File: src/sv/linear_probe_hash_map_unit_defines.svh
// Assertion macros for the hash map RTL.
`ifndef LINEAR_PROBE_HASH_MAP_UNIT_DEFINES_SVH
`define LINEAR_PROBE_HASH_MAP_UNIT_DEFINES_SVH

// Same-cycle implication, checked at every rising edge outside reset.
`define LPHM_ASSERT_NOW(label, clk, rst_n, ante, cons, msg) \
	label: assert property (@(posedge clk) disable iff (!(rst_n)) (ante) |-> (cons)) \
		else $error(msg);

// Next-cycle implication, checked at every rising edge outside reset.
`define LPHM_ASSERT_NEXT(label, clk, rst_n, ante, cons, msg) \
	label: assert property (@(posedge clk) disable iff (!(rst_n)) (ante) |=> (cons)) \
		else $error(msg);

`endif

File: src/sv/lphm_pkg.sv
// Shared types and codes of the linear probing hash map.
package lphm_pkg;

	// Field widths of one beat.
	localparam int unsigned OP_W     = 2;
	localparam int unsigned KEY_W    = 31;
	localparam int unsigned VAL_W    = 32;
	localparam int unsigned STATUS_W = 2;

	// Operation codes; the fourth code is unused and answers a miss.
	localparam logic [OP_W-1:0] OP_INSERT = 2'd0;
	localparam logic [OP_W-1:0] OP_SEARCH = 2'd1;
	localparam logic [OP_W-1:0] OP_REMOVE = 2'd2;

	// Result status codes.
	localparam logic [STATUS_W-1:0] STATUS_OK   = 2'd0;
	localparam logic [STATUS_W-1:0] STATUS_MISS = 2'd1;
	localparam logic [STATUS_W-1:0] STATUS_FULL = 2'd2;

	// One table slot as stored in the memory.
	typedef struct packed {
		logic             ever;
		logic             live;
		logic [KEY_W-1:0] key;
		logic [VAL_W-1:0] value;
	} entry_t;

endpackage

File: src/sv/lphm_home.sv
// Home slot unit: key modulo the table size.
module lphm_home #(
	parameter int unsigned SLOTS = 16
) (
	input  logic                              clk,
	input  logic                              arst_n,
	input  logic                              start,
	input  logic [lphm_pkg::KEY_W-1:0]        key,
	output logic                              done,
	output logic [$clog2(SLOTS)-1:0]          home
);

	localparam int unsigned     IDXW    = $clog2(SLOTS);
	localparam bit              IS_POW2 = (SLOTS & (SLOTS - 1)) == 0;
	localparam int unsigned     KW      = lphm_pkg::KEY_W;
	// Reciprocal of the size, rounded up, scaled so the quotient is exact for every key.
	localparam int unsigned     SH      = KW + IDXW;
	localparam longint unsigned RECIP   = ((64'd1 << SH) + SLOTS - 1) / SLOTS;
	localparam int unsigned     RECIP_W = KW + 1;
	localparam int unsigned     PROD_W  = KW + RECIP_W;
	localparam logic [RECIP_W-1:0] RECIP_C = RECIP_W'(RECIP);

	logic                              busy_q;
	logic                              done_q;
	logic [KW-1:0]                     key_s1;
	logic [PROD_W-1:0]                 prod_s1;
	logic [IDXW-1:0]                   rem_q;
	logic [PROD_W-SH-1:0]              quot;
	logic [KW-1:0]                     back;
	logic [KW-1:0]                     diff;

	// Quotient from the registered product, then the remainder by multiply-back.
	always_comb begin
		quot = prod_s1[PROD_W-1:SH];
		back = KW'(quot) * KW'(SLOTS);
		diff = key_s1 - back;
	end

	// A power-of-two size is a mask; any other size passes through busy_q before done.
	always_ff @(posedge clk or negedge arst_n) begin
		if (!arst_n) begin
			busy_q <= 1'b0;
			done_q <= 1'b0;
		end else begin
			done_q <= 1'b0;
			busy_q <= 1'b0;
			if (start) begin
				if (IS_POW2) begin
					done_q <= 1'b1;
				end else begin
					busy_q <= 1'b1;
				end
			end else if (busy_q) begin
				done_q <= 1'b1;
			end
		end
	end

	// Remainder datapath.
	always_ff @(posedge clk) begin
		if (start) begin
			key_s1  <= key;
			prod_s1 <= PROD_W'(key) * PROD_W'(RECIP_C);
		end
		if (start && IS_POW2) begin
			rem_q <= key[IDXW-1:0];
		end else if (busy_q) begin
			rem_q <= diff[IDXW-1:0];
		end
	end

	assign done = done_q;
	assign home = rem_q;

endmodule

File: src/sv/lphm_mem.sv
// Slot memory: one write port and one registered read port.
module lphm_mem #(
	parameter int unsigned SLOTS = 16
) (
	input  logic                           clk,
	input  logic                           wr_en,
	input  logic [$clog2(SLOTS)-1:0]       wr_addr,
	input  lphm_pkg::entry_t               wr_data,
	input  logic                           rd_en,
	input  logic [$clog2(SLOTS)-1:0]       rd_addr,
	output lphm_pkg::entry_t               rd_data
);

	lphm_pkg::entry_t mem_q [SLOTS];
	lphm_pkg::entry_t rd_data_q;

	// Write and read in the same clocked block; a read sees the old word.
	always_ff @(posedge clk) begin
		if (wr_en) begin
			mem_q[wr_addr] <= wr_data;
		end
		if (rd_en) begin
			rd_data_q <= mem_q[rd_addr];
		end
	end

	assign rd_data = rd_data_q;

endmodule

File: src/sv/linear_probe_hash_map_unit.sv
// Linear probing hash map: one beat in is an insert, search or remove, and one result beat
// comes out for it. After reset the block clears every slot of its memory in turn and
// accepts no beat meanwhile. An operation then goes through its accept, the home slot
// computation (a mask when SLOTS is a power of two, otherwise a reciprocal multiplication
// and then a multiply-back and subtract), the probe of 1 to SLOTS slots one after another
// through the single memory read port, and the hand-over of the result to the output
// register. The unused opcode skips the probe and answers a miss. The output register lets
// a new beat be taken while the previous result waits.
`include "linear_probe_hash_map_unit_defines.svh"

module linear_probe_hash_map_unit #(
	parameter int unsigned SLOTS = 16
) (
	input  logic        clk,
	input  logic        arst_n,
	input  logic        s_tvalid,
	output logic        s_tready,
	input  logic [63:0] s_tdata,   // key [30:0], value [62:31], zero [63]
	input  logic [1:0]  s_tuser,   // opcode [1:0]
	output logic        m_tvalid,
	input  logic        m_tready,
	output logic [31:0] m_tdata,   // found_value [31:0]
	output logic [1:0]  m_tuser    // status [1:0]
);

	localparam int unsigned IDXW = $clog2(SLOTS);
	localparam logic [IDXW-1:0] LAST = IDXW'(SLOTS - 1);

	// Controller states.
	localparam logic [2:0] S_CLEAR = 3'd0;
	localparam logic [2:0] S_IDLE  = 3'd1;
	localparam logic [2:0] S_HASH  = 3'd2;
	localparam logic [2:0] S_PROBE = 3'd3;
	localparam logic [2:0] S_RESP  = 3'd4;

	logic [2:0]                         state_q;
	logic [2:0]                         state_d;
	logic [IDXW-1:0]                    clr_q;
	logic [lphm_pkg::OP_W-1:0]          op_q;
	logic [lphm_pkg::KEY_W-1:0]         key_q;
	logic [lphm_pkg::VAL_W-1:0]         val_q;
	logic [IDXW-1:0]                    iss_q;
	logic [IDXW-1:0]                    cnt_q;
	logic                               ff_vld_q;
	logic [IDXW-1:0]                    ff_q;
	logic [lphm_pkg::STATUS_W-1:0]      res_status_q;
	logic signed [lphm_pkg::VAL_W-1:0]  res_fv_q;
	logic                               out_vld_q;
	logic [lphm_pkg::STATUS_W-1:0]      out_status_q;
	logic signed [lphm_pkg::VAL_W-1:0]  out_fv_q;

	logic                               in_beat;
	logic                               op_known;
	logic                               hash_done;
	logic [IDXW-1:0]                    home;
	logic                               wr_en;
	logic [IDXW-1:0]                    wr_addr;
	lphm_pkg::entry_t                   wr_data;
	logic                               rd_en;
	logic [IDXW-1:0]                    rd_addr;
	lphm_pkg::entry_t                   ent;
	logic [IDXW-1:0]                    next_slot;
	logic                               hit;
	logic                               stop;
	logic                               ins_ok;
	logic [IDXW-1:0]                    ins_slot;
	logic [lphm_pkg::STATUS_W-1:0]      status_d;
	logic signed [lphm_pkg::VAL_W-1:0]  fv_d;
	logic                               out_load;

	assign s_tready = (state_q == S_IDLE);
	assign in_beat  = s_tvalid && s_tready;
	assign out_load = (state_q == S_RESP) && (!out_vld_q || m_tready);

	// Only the three defined operations need a home slot and a probe.
	assign op_known = (s_tuser == lphm_pkg::OP_INSERT) || (s_tuser == lphm_pkg::OP_SEARCH) ||
		(s_tuser == lphm_pkg::OP_REMOVE);

	lphm_home #(
		.SLOTS(SLOTS)
	) u_home (
		.clk   (clk),
		.arst_n(arst_n),
		.start (in_beat && op_known),
		.key   (s_tdata[lphm_pkg::KEY_W-1:0]),
		.done  (hash_done),
		.home  (home)
	);

	lphm_mem #(
		.SLOTS(SLOTS)
	) u_mem (
		.clk    (clk),
		.wr_en  (wr_en),
		.wr_addr(wr_addr),
		.wr_data(wr_data),
		.rd_en  (rd_en),
		.rd_addr(rd_addr),
		.rd_data(ent)
	);

	// Probe evaluation: the read data belongs to the slot issued last cycle.
	always_comb begin
		next_slot = (iss_q == LAST) ? '0 : iss_q + 1'b1;
		hit       = ent.live && (ent.key == key_q);
		stop      = hit || !ent.ever || (cnt_q == LAST);
		ins_ok    = ff_vld_q || !ent.live;
		ins_slot  = ff_vld_q ? ff_q : iss_q;
	end

	// Memory port control and the result of a finished probe.
	always_comb begin
		wr_en    = 1'b0;
		wr_addr  = clr_q;
		wr_data  = '0;
		rd_en    = 1'b0;
		rd_addr  = home;
		status_d = lphm_pkg::STATUS_MISS;
		fv_d     = '0;
		unique case (state_q)
			S_CLEAR: begin
				wr_en = 1'b1;
			end
			S_HASH: begin
				rd_en = hash_done;
			end
			S_PROBE: begin
				rd_en   = !stop;
				rd_addr = next_slot;
				case (op_q)
					lphm_pkg::OP_INSERT: begin
						wr_data = '{ever: 1'b1, live: 1'b1, key: key_q, value: val_q};
						if (hit) begin
							wr_en    = stop;
							wr_addr  = iss_q;
							status_d = lphm_pkg::STATUS_OK;
						end else if (ins_ok) begin
							wr_en    = stop;
							wr_addr  = ins_slot;
							status_d = lphm_pkg::STATUS_OK;
						end else begin
							status_d = lphm_pkg::STATUS_FULL;
						end
					end
					lphm_pkg::OP_SEARCH: begin
						if (hit) begin
							status_d = lphm_pkg::STATUS_OK;
							fv_d     = ent.value;
						end
					end
					lphm_pkg::OP_REMOVE: begin
						// Leave a tombstone: still ever used, no longer live.
						wr_data = '{ever: 1'b1, live: 1'b0, key: ent.key, value: ent.value};
						wr_addr = iss_q;
						if (hit) begin
							wr_en    = stop;
							status_d = lphm_pkg::STATUS_OK;
						end
					end
					default: begin
						status_d = lphm_pkg::STATUS_MISS;
					end
				endcase
			end
			default: begin
				rd_en = 1'b0;
			end
		endcase
	end

	// Next state.
	always_comb begin
		state_d = state_q;
		unique case (state_q)
			S_CLEAR: begin
				if (clr_q == LAST) begin
					state_d = S_IDLE;
				end
			end
			S_IDLE: begin
				if (in_beat) begin
					if (op_known) begin
						state_d = S_HASH;
					end else begin
						state_d = S_RESP;
					end
				end
			end
			S_HASH: begin
				if (hash_done) begin
					state_d = S_PROBE;
				end
			end
			S_PROBE: begin
				if (stop) begin
					state_d = S_RESP;
				end
			end
			S_RESP: begin
				if (out_load) begin
					state_d = S_IDLE;
				end
			end
			default: begin
				state_d = S_CLEAR;
			end
		endcase
	end

	// Control registers.
	always_ff @(posedge clk or negedge arst_n) begin
		if (!arst_n) begin
			state_q   <= S_CLEAR;
			clr_q     <= '0;
			ff_vld_q  <= 1'b0;
			out_vld_q <= 1'b0;
		end else begin
			state_q <= state_d;
			if (state_q == S_CLEAR) begin
				clr_q <= clr_q + 1'b1;
			end
			if (state_q == S_HASH) begin
				ff_vld_q <= 1'b0;
			end else if (state_q == S_PROBE && !ent.live) begin
				ff_vld_q <= 1'b1;
			end
			if (out_load) begin
				out_vld_q <= 1'b1;
			end else if (m_tready) begin
				out_vld_q <= 1'b0;
			end
		end
	end

	// Operation, probe and result payload.
	always_ff @(posedge clk) begin
		if (in_beat) begin
			op_q         <= s_tuser;
			key_q        <= s_tdata[lphm_pkg::KEY_W-1:0];
			val_q        <= s_tdata[lphm_pkg::KEY_W+lphm_pkg::VAL_W-1:lphm_pkg::KEY_W];
			res_status_q <= lphm_pkg::STATUS_MISS;
			res_fv_q     <= '0;
		end
		if (state_q == S_HASH) begin
			iss_q <= home;
			cnt_q <= '0;
		end else if (state_q == S_PROBE) begin
			iss_q <= next_slot;
			cnt_q <= cnt_q + 1'b1;
			if (!ff_vld_q && !ent.live) begin
				ff_q <= iss_q;
			end
			if (stop) begin
				res_status_q <= status_d;
				res_fv_q     <= fv_d;
			end
		end
		if (out_load) begin
			out_status_q <= res_status_q;
			out_fv_q     <= res_fv_q;
		end
	end

	assign m_tvalid = out_vld_q;
	assign m_tdata  = out_fv_q;
	assign m_tuser  = out_status_q;

	// Checks on the controller.
	`LPHM_ASSERT_NOW(a_wr_phase, clk, arst_n, wr_en, state_q == S_CLEAR || state_q == S_PROBE, "memory written outside clear or probe")
	`LPHM_ASSERT_NOW(a_hash_phase, clk, arst_n, hash_done, state_q == S_HASH, "home slot ready outside hash phase")
	`LPHM_ASSERT_NOW(a_full_insert, clk, arst_n, out_load && res_status_q == lphm_pkg::STATUS_FULL, op_q == lphm_pkg::OP_INSERT, "table full reported for a non-insert")
	`LPHM_ASSERT_NOW(a_value_ok, clk, arst_n, m_tvalid && m_tdata != '0, m_tuser == lphm_pkg::STATUS_OK, "value returned without a hit")
	`LPHM_ASSERT_NEXT(a_accept_next, clk, arst_n, in_beat, state_q == S_HASH || state_q == S_RESP, "accepted beat not taken up")

endmodule

File: config.mk
export PLATFORM = sky130hd
export DESIGN_NAME = linear_probe_hash_map_unit
export DESIGN_NICKNAME = d
export VERILOG_FILES = /design/src/sv/lphm_pkg.sv /design/src/sv/lphm_home.sv /design/src/sv/lphm_mem.sv /design/src/sv/linear_probe_hash_map_unit.sv
export VERILOG_INCLUDE_DIRS = /design/src /design/src/sv
export SDC_FILE = /design/constraint.sdc
export NUM_CORES = 1
export LEC_CHECK = 0
export ABC_CLOCK_PERIOD_IN_PS = 9100
export BUFFER_PORTS_ARGS = -buffer_cell sky130_fd_sc_hd__buf_4
export CAP_MARGIN = 30
export CORE_UTILIZATION = 35
export CTS_CLUSTER_SIZE = 12
export DETAILED_ROUTE_END_ITERATION = 10
export PLACE_DENSITY = 0.55
export SLEW_MARGIN = 0
export SYNTH_ARGS = -nofsm -noshare
export SYNTH_HDL_FRONTEND = slang
export SYNTH_SLANG_ARGS = --single-unit
File: constraint.sdc
create_clock -name clk -period 9.1 [get_ports clk]
set_clock_uncertainty 0.1 [all_clocks]
set_input_delay 0.91 -clock clk [delete_from_list [all_inputs] [get_ports clk]]
set_output_delay 0.91 -clock clk [all_outputs]
set_load 0.02 [all_outputs]
==> qor.txt, run 1 <==
Hold-fix buffers, CTS: 1
Clk pwr share: 31.9%
CTS Buf Count: 135
DR DRC count: 0
area share of the largest cell type after synthesis: 75.56%
RSZ-0062 raised after global routing: no
Worst path most repeated cell: buf_4
cell accounting for the most synthesized area: edfxtp_1
Hold Path Class: in2reg
layout cells sized above 1: 24.96%
CTS resizes: 0
synthesized area per cell: 21.10 um^2
internal power: 0.01161 W
Die Area: 139,600 um^2
Critical Path RT: 9460 ps
dpl ws: 3981 ps
status: complete, no violations
Clock Sinks: 1,264
leakage: 17.62 nW
largest net degree at the start of global routing: 121
total setup buffers inserted after CTS: 0
slowest CP cell: mux2i_4
CTS tree: built
initial antenna violation count: 6
crit-path cells: inv_1, nor2_4, mux2i_4, buf_4, buf_4, mux4_2, nor2b_1, a211oi_1, a21oi_1
Min Clock Period, post-route: 5011 ps
Mapped Cells: 2,291
critical path arrival: 5370 ps
hold slack: 230.5 ps
first-pass GRT wire length: 168,900 um
fin nets: 2,555
# IOs: 106
setup violators final: 0
register share of total power: 45.3%
most common flop cell mapped by yosys: edfxtp_1
#FFs+latches synth: 1,264
Post-Syn Nets: 2,369
max-slew violations: 0
Seq/Total Area, Yosys: 77.65%
met3 WL: 8201 um
Switching Share: 28.52%
ys async rst share: 0.7911%
post-DP HPWL: 60,040 um
period utilization: 55.06%
Max Cap Viol: 0
Crit Path Class: reg2reg
CTS max path bufs: 3
slew margin rel.: 33.54%
final wirelength: 115,800 um
Yosys cell types: 54
Root Driver: clkbuf_16
Core Util, Final: 40.83%
crit start category: flip-flop
core area: 136,100 um^2
CP max stage delay: 890 ps
vias post-DR: 23,250
EDFF count, synth: 1,216
Synth-to-Final Area Change: 15.02%
Syn Std Cell Area: 48,330 um^2
Max rail drop VDD: 0.0002246 V
GRT overflow: 0
chip width: 373.6 um
via-per-instance ratio: 5.340
vias in the first global route: 24,540
Cells after DPL: 4,120
maximum clock rate: 0.1996 GHz
final hold viol count: 0
Slew @ Worst Pin: 993.2 ps
YS warnings: 0
max layer used: met5
row count: 135
Total GRT Usage: 16.70%
top post-synthesis cells by area: edfxtp_1 (76%), mux4_2 (12%), dfxtp_1 (1.6%)
PwrDens: 292.1 nW/um^2
net switching power: 0.004631 W
Routed Antenna Nets: 0
final std cells w/o fill: 4,354
setup ws final: 4089 ps
metal2 WL: 53,830 um
TNS Setup: 0 ps
global placement routability congestion: 0.7984
Initial Util: 35.50%
crit path capture type: flip-flop
Initial DRC Count: 2,509
worst-skew pair later-pin latency: 760 ps
Pre-Repair DR Iteration Count: 5
H-Tree Depth: 4
Die Y-Extent: 373.6 um
I/O Buffers: 104
wire length on met1: 51,280 um
Comb pwr share: 22.8%
mean routed wirelength per cell: 26.60 um
clock slew at reported path FFs: 60 ps
critical path fanouts, max: 38
-- routing by layer --
metal | up-vias | global-route usage, %
met5 | - | 0
met4 | 6 | 5.024
met3 | 165 | 3.549
met2 | 836 | 25.84
met1 | 12320 | 23.65
li1 | 9921 | -
-- placed cells by master (no fill, tap or decap), types with 8 or more instances in the layout --
master | synthesis | routed
mux4_2 | 260 | 260
nor2_1 | 83 | 82
clkinv_2 | 0 | 14
dfxtp_1 | 38 | 38
nand2_1 | 25 | 24
nand3_1 | 8 | 8
xnor2_1 | 34 | 34
a22oi_1 | 63 | 63
nand4_1 | 16 | 16
clkinv_1 | 0 | 15
nor2b_1 | 67 | 67
clkbuf_1 | 51 | 46
o21ai_0 | 11 | 11
inv_1 | 11 | 10
buf_4 | 12 | 171
a211oi_1 | 66 | 66
a22o_1 | 32 | 32
edfxtp_1 | 1216 | 1216
mux2i_1 | 68 | 68
dfrtp_1 | 10 | 10
nor3_2 | 0 | 17
a21oi_1 | 76 | 74
clkbuf_16 | 0 | 141
-- cell families (layout without fill, tap and decap cells) --
family / after synthesis / after routing / synth area share (%)
simple gates: 240 / 240 / 2.514
compound gates: 273 / 273 / 3.927
flops: 1264 / 1264 / 77.65
mux: 335 / 335 / 13.73
other cells: 0 / 1 / 0
xor+xnor: 35 / 35 / 0.6343
fa+ha+maj: 8 / 8 / 0.2071
buf+inv: 136 / 417 / 1.336
-- layout make-up --
cell class,count,area (um^2)
timing repair buffer,174,1334
fill,11950,80550
inverter,11,42.54
multi-input combinational,891,10330
antenna,1,2.502
clock inverter,44,414.1
clock buffer,188,3715
sequential,1264,37530
tap,1781,2228
-- path summary, 6_finish.rpt --
path	startpoint	end	slack, ps	depth (start not counted)
min reg2reg	res_fv_q[12]	m_tdata[12]	330	0
max reg2reg	state_q[0]	u_mem.rd_data[8]	4090	9
min	s_tdata[14]	key_q[14]	230	1
max	state_q[0]	u_mem.rd_data[8]	4090	9
min in group asynchronous	arst_n	m_tvalid	440	2
max in group asynchronous	arst_n	clr_q[3]	8270	2
-- stage by stage --
step / area (um^2) / total power, W
final: 55590 / 0.01624
after global routing: 55590 / 0.01693
after CTS: 55590 / 0.01643
after detailed placement: 51450 / 0.01123
after global placement: 51450 / 0.01116
after floorplan: 48330 / 0.01005
-- worst max-delay path, delay by kind of cell, from the launching register on --
| kind | cells | cell delay, ps |
|---|---|---|
| AND/OR/NAND/NOR | 2 | 610 |
| AO/OA/AOI/OAI | 2 | 370 |
| buffers and inverters | 3 | 1510 |
| flip-flops | 1 | 600 |
| multiplexers | 2 | 1450 |
-- state kept, by name (all words and copies together), names as in the netlist, 31 cells and up --
name	cells
u_mem.mem_q	1040
key_q	31
u_mem.rd_data	65
res_fv_q	32
m_tdata	32
val_q	32
-- synthesized netlist by cell type, types with 8 or more instances --
master / instances
nor2b_1: 67
edfxtp_1: 1216
a211oi_1: 66
ha_1: 8
nor2_1: 83
buf_2: 60
mux2i_1: 68
dfxtp_1: 38
nand4_1: 16
a22oi_1: 63
clkbuf_1: 51
mux4_2: 260
a22o_1: 32
a21oi_1: 76
buf_4: 12
nor3_1: 21
dfrtp_1: 10
xnor2_1: 34
nand3_1: 8
nand2_1: 25
inv_1: 11
o21ai_0: 11
-- power groups by stage --
stage | Clock (W) | Combinational (W) | Sequential (W)
6_report | 0.00518 | 0.00370 | 0.00736
5_1_grt | 0.00552 | 0.00401 | 0.00740
4_1_cts | 0.00530 | 0.00377 | 0.00736
3_5_place_dp | 0 | 0.00376 | 0.00748
3_3_place_gp | 0 | 0.00370 | 0.00746
2_1_floorplan | 0 | 0.00262 | 0.00743
Note: power is estimated with default switching activity, not from simulation.
==> run 2, diff against run 1 <==
--- a/config.mk
+++ b/config.mk
@@ -6,13 +6,13 @@
 export SDC_FILE = /design/constraint.sdc
 export NUM_CORES = 1
 export LEC_CHECK = 0
-export ABC_CLOCK_PERIOD_IN_PS = 9100
+export ABC_CLOCK_PERIOD_IN_PS = 4300
 export BUFFER_PORTS_ARGS = -buffer_cell sky130_fd_sc_hd__buf_4
 export CAP_MARGIN = 30
 export CORE_UTILIZATION = 35
 export CTS_CLUSTER_SIZE = 12
 export DETAILED_ROUTE_END_ITERATION = 10
-export PLACE_DENSITY = 0.55
+export PLACE_DENSITY = 0.56
 export SLEW_MARGIN = 0
 export SYNTH_ARGS = -nofsm -noshare
 export SYNTH_HDL_FRONTEND = slang
==> constraint.sdc (replaced) <==
create_clock -name clk -period 4.3 [get_ports clk]
set_clock_uncertainty 0.1 [all_clocks]
set_input_delay 0.43 -clock clk [delete_from_list [all_inputs] [get_ports clk]]
set_output_delay 0.43 -clock clk [all_outputs]
set_load 0.02 [all_outputs]
==> qor.txt, run 2 (synthesized netlist as in run 1, its figures left out) <==
status: complete, no violations
hold endpoint: val_q[12]
clock slew at reported path FFs: 60 ps
vias in the first global route: 24,880
most frequent cells in the layout: edfxtp_1 (1,216), mux4_2 (260), buf_4 (174)
post-DP HPWL: 67,480 um
Largest register FFs: 1,040
CTS max path bufs: 3
Reg with most FFs: u_mem.mem_q
first-pass GRT wire length: 172,100 um
Total GRT Usage: 16.94%
RSZ-0062 raised after global routing: no
Critical Path RT: 4630 ps
commonest non-fill, non-tap cell in the layout: edfxtp_1
fin nets: 2,704
chip width: 373.6 um
Worst path most repeated cell: buf_4
Root Driver: clkbuf_16
Max Cap Viol: 0
Cells after DPL: 4,193
Reg2Reg Setup Slack: 440 ps
setup violators final: 0
CP Launch Point: u_mem.rd_data[60]
I/O Buffers: 104
# IOs: 106
Clock Sinks: 1,264
Crit Path Class: reg2reg
Reg2Reg Launch Point: u_mem.rd_data[60]
hold slack: 298.5 ps
CTS resizes: 0
Hold Path Class: in2reg
core area: 136,100 um^2
PwrDens: 604.9 nW/um^2
maximum clock rate: 0.2594 GHz
Min Clock Period, post-route: 3855 ps
slowest CP cell: nor3_4
Pre-Repair DR Iteration Count: 7
initial antenna violation count: 8
Worst Hold Depth: 2
DR DRC count: 0
Max rail drop VDD: 0.0004200 V
Synth-to-Final Area Change: 19.84%
mean routed wirelength per cell: 26.10 um
global placement routability congestion: 0.8290
final wirelength: 118,000 um
Routed Antenna Nets: 0
Cell Area, Placed: 53,030 um^2
Slew @ Worst Pin: 1044 ps
slew margin rel.: 30.14%
period utilization: 89.66%
via-per-instance ratio: 5.286
critical path fanouts, max: 8
depth of the worst register-to-register path: 9
leakage: 18.63 nW
r2r endpoint: u_mem.mem_q[2][23]
Die Y-Extent: 373.6 um
Initial DRC Count: 2,349
Die Area: 139,600 um^2
crit-path cells: xnor2_1, nand4_1, nor4_1, buf_4, and3_1, o31ai_1, a21o_1, nor3_4, buf_4
Core Util, Final: 42.54%
Worst Min Path Start: s_tdata[43]
largest net degree at the start of global routing: 74
max-slew violations: 0
Initial Util: 35.50%
CP max stage delay: 620 ps
crit path capture type: flip-flop
crit start category: flip-flop
H-Tree Depth: 4
Total Power: 0.03504 W
vias post-DR: 23,890
fin area: 57,920 um^2
GRT overflow: 0
CTS Buf Count: 138
critical path arrival: 4190 ps
worst-skew pair later-pin latency: 760 ps
layout cells sized above 1: 26.46%
row count: 135
final std cells w/o fill: 4,519
final hold viol count: 0
CTS tree: built
==> run 2: routing by layer <==
metal | global-route usage (%) | routed length, um | vias up
met5 | 0 | 12 | -
met4 | 5.078 | 2669 | 2
met3 | 3.314 | 7731 | 162
met2 | 26.27 | 55010 | 782
met1 | 24.15 | 52540 | 12690
li1 | - | - | 10250
==> run 2: layout make-up <==
class                   count  area, um^2
flip-flops and latches   1264       37530
inverters                  11       42.54
fillers                 11820       78230
repair buffers            320        3533
well taps                1781        2228
clock inverters            53       402.9
multi-input cells         891       10430
diodes                      2       5.005
clock buffers             197        3747
==> run 2: how the worst max path moves through the flow <==
stage | endpoint | slack, ps | cells after the start
3_3_place_gp | u_mem.mem_q[2][30] | 450 | 9
5_1_grt | u_mem.mem_q[2][23] | 260 | 9
2_1_floorplan | u_mem.mem_q[0][0] | -890 | 7
6_report | u_mem.mem_q[2][23] | 440 | 9
4_1_cts | u_mem.mem_q[9][28] | 480 | 9
3_5_place_dp | u_mem.mem_q[2][30] | 510 | 9
==> run 2: through the flow <==
step / TNS (ps) / setup slack, ps
2_1_floorplan: -843910 / -892.2
3_3_place_gp: 0 / 446.7
3_5_place_dp: 0 / 513.6
4_1_cts: 0 / 477.4
5_1_grt: 0 / 264.7
6_report: 0 / 444.5
==> run 2: repair_timing <==
action	in CTS	in global routing
buffers inserted	0	0
hold endpoints to repair	82	0
hold buffers	69	0
==> run 2: where the power goes <==
part	switching (W)	internal, W	leakage (nW)
Clock	0.00473	0.00617	2.01
Combinational	0.00505	0.00356	5.04
Sequential	0.000465	0.0151	11.6
==> run 2: worst max-delay path: cells and delay by family (launching register included) <==
kind | cells | cell delay, ps
XOR/XNOR | 1 | 520
flip-flops | 1 | 410
AO/OA/AOI/OAI | 2 | 590
buffers and inverters | 2 | 520
AND/OR/NAND/NOR | 4 | 1400
==> run 3, diff against run 2 <==
--- a/config.mk
+++ b/config.mk
@@ -9,6 +9,7 @@
 export ABC_CLOCK_PERIOD_IN_PS = 4300
 export BUFFER_PORTS_ARGS = -buffer_cell sky130_fd_sc_hd__buf_4
 export CAP_MARGIN = 30
+export CORE_MARGIN = 2
 export CORE_UTILIZATION = 35
 export CTS_CLUSTER_SIZE = 12
 export DETAILED_ROUTE_END_ITERATION = 10
==> qor.txt, run 3 (synthesized netlist as in run 1, its figures left out) <==
status: complete, no violations
vias post-DR: 23,530
CTS max path bufs: 3
fin nets: 2,658
dpl ws: 222.9 ps
maximum clock rate: 0.2427 GHz
critical path fanouts, max: 10
Die Area: 141,100 um^2
Switching Share: 28.87%
critical path arrival: 4460 ps
core area: 137,300 um^2
register share of total power: 44.3%
# IOs: 106
most frequent cells in the layout: edfxtp_1 (1,216), mux4_2 (260), buf_4 (158)
Reg with most FFs: u_mem.mem_q
CTS resizes: 0
slew margin rel.: 31.36%
H-Tree Depth: 4
post-DP HPWL: 63,500 um
leakage: 18.34 nW
Max rail drop VDD: 0.0003785 V
largest net degree at the start of global routing: 58
net switching power: 0.01013 W
PwrDens: 611.8 nW/um^2
Pre-Repair DR Iteration Count: 5
layout cells sized above 1: 25.36%
Slew @ Worst Pin: 1026 ps
final wirelength: 116,100 um
CTS tree: built
internal power: 0.02495 W
GRT overflow: 0
final hold viol count: 0
Synth-to-Final Area Change: 18.65%
chip width: 375.6 um
clock slew at reported path FFs: 60 ps
total setup buffers inserted after CTS: 0
initial antenna violation count: 6
crit start category: flip-flop
Largest register FFs: 1,040
crit path capture type: flip-flop
CTS Buf Count: 134
setup violators final: 0
worst-skew pair later-pin latency: 760 ps
TNS Setup: 0 ps
RSZ-0062 raised after global routing: no
Hold-fix buffers, CTS: 69
Hold Path Class: in2reg
Die Y-Extent: 375.6 um
Min Clock Period, post-route: 4120 ps
period utilization: 95.82%
I/O Buffers: 104
Routed Antenna Nets: 0
max-slew violations: 0
Max Cap Viol: 0
vias in the first global route: 24,370
Root Driver: clkbuf_16
first-pass GRT wire length: 167,900 um
commonest non-fill, non-tap cell in the layout: edfxtp_1
setup ws final: 179.9 ps
Total GRT Usage: 16.48%
via-per-instance ratio: 5.258
Crit Path Class: reg2reg
DR DRC count: 0
Comb pwr share: 24.1%
Initial DRC Count: 2,262
ANT cells: 0
Critical Path RT: 4640 ps
Initial Util: 35.19%
global placement routability congestion: 0.8085
Clk pwr share: 31.6%
mean routed wirelength per cell: 25.94 um
Clock Sinks: 1,264
row count: 136
[run 3: cell count changes in the layout (fill, tap and decap cells not counted), moves of 5 or more]
cell / delta
bufinv_16: +5
buf_12: -25
buf_4: -16
clkinv_1: -7
clkinv_2: -8
clkbuf_8: +5
[run 3: layout make-up]
class	count	area, um^2
clock inverters	43	499.2
multi-input cells	891	10430
inverters	11	42.54
well taps	1794	2245
repair buffers	278	2898
clock buffers	194	3701
flip-flops and latches	1264	37530
fillers	11820	79980
[run 3: worst max-delay path: stages (launching register included)]
cell	delay [ps]
edfxtp_1	400
xnor2_1	410
buf_4	200
nand4_1	150
or4_1	670
or3_1	390
o31ai_1	120
a21oi_2	320
nor3_4	660
buf_4	370
[run 3: power groups by stage]
| stage | Clock [W] | Combinational, W | Sequential, W |
|---|---|---|---|
| after CTS | 0.0114 | 0.00864 | 0.0155 |
| after floorplan | 0 | 0.00560 | 0.0157 |
| after global placement | 0 | 0.00844 | 0.0157 |
| after global routing | 0.0118 | 0.00912 | 0.0156 |
| final | 0.0111 | 0.00846 | 0.0155 |
| after detailed placement | 0 | 0.00855 | 0.0158 |
[run 3: per-layer routing]
metal  track usage [%]  vias up  routed length (um)  part of all wire (%)
li1                  -    10150                   -                     -
met1             22.62    12490               50280                    43
met2             26.64      736               56140                    48
met3             3.527      162                7368                   6.3
met4             4.433        0                2308                   2.0
met5                 0        -                   0                     0
[run 3: per-stage QoR]
step           instances  power (W)  util, %  hold slack (ps)  instance area (um^2)
3_5_place_dp        4167    0.02433    38.18            165.9                 52420
4_1_cts             4473    0.03552    41.74            245.8                 57320
3_3_place_gp        4167    0.02417    38.18            164.5                 52420
6_report            4475    0.03508    41.76            294.0                 57340
2_1_floorplan       2291    0.02127        -            34.41                 48420
5_1_grt             4475    0.03656    41.76            269.9                 57340
[run 3: worst paths after layout]
path / startpoint / endpoint / slack, ps / cells after the start
setup / recovery: u_mem.rd_data[57] / u_mem.mem_q[1][60] / 180 / 9
hold / removal: s_tdata[11] / key_q[11] / 290 / 2
setup reg to reg: u_mem.rd_data[57] / u_mem.mem_q[1][60] / 180 / 9
hold reg to reg: res_status_q[0] / m_tuser[0] / 330 / 0
max in group asynchronous: arst_n / state_q[0] / 3180 / 3
min in group asynchronous: arst_n / clr_q[1] / 600 / 3
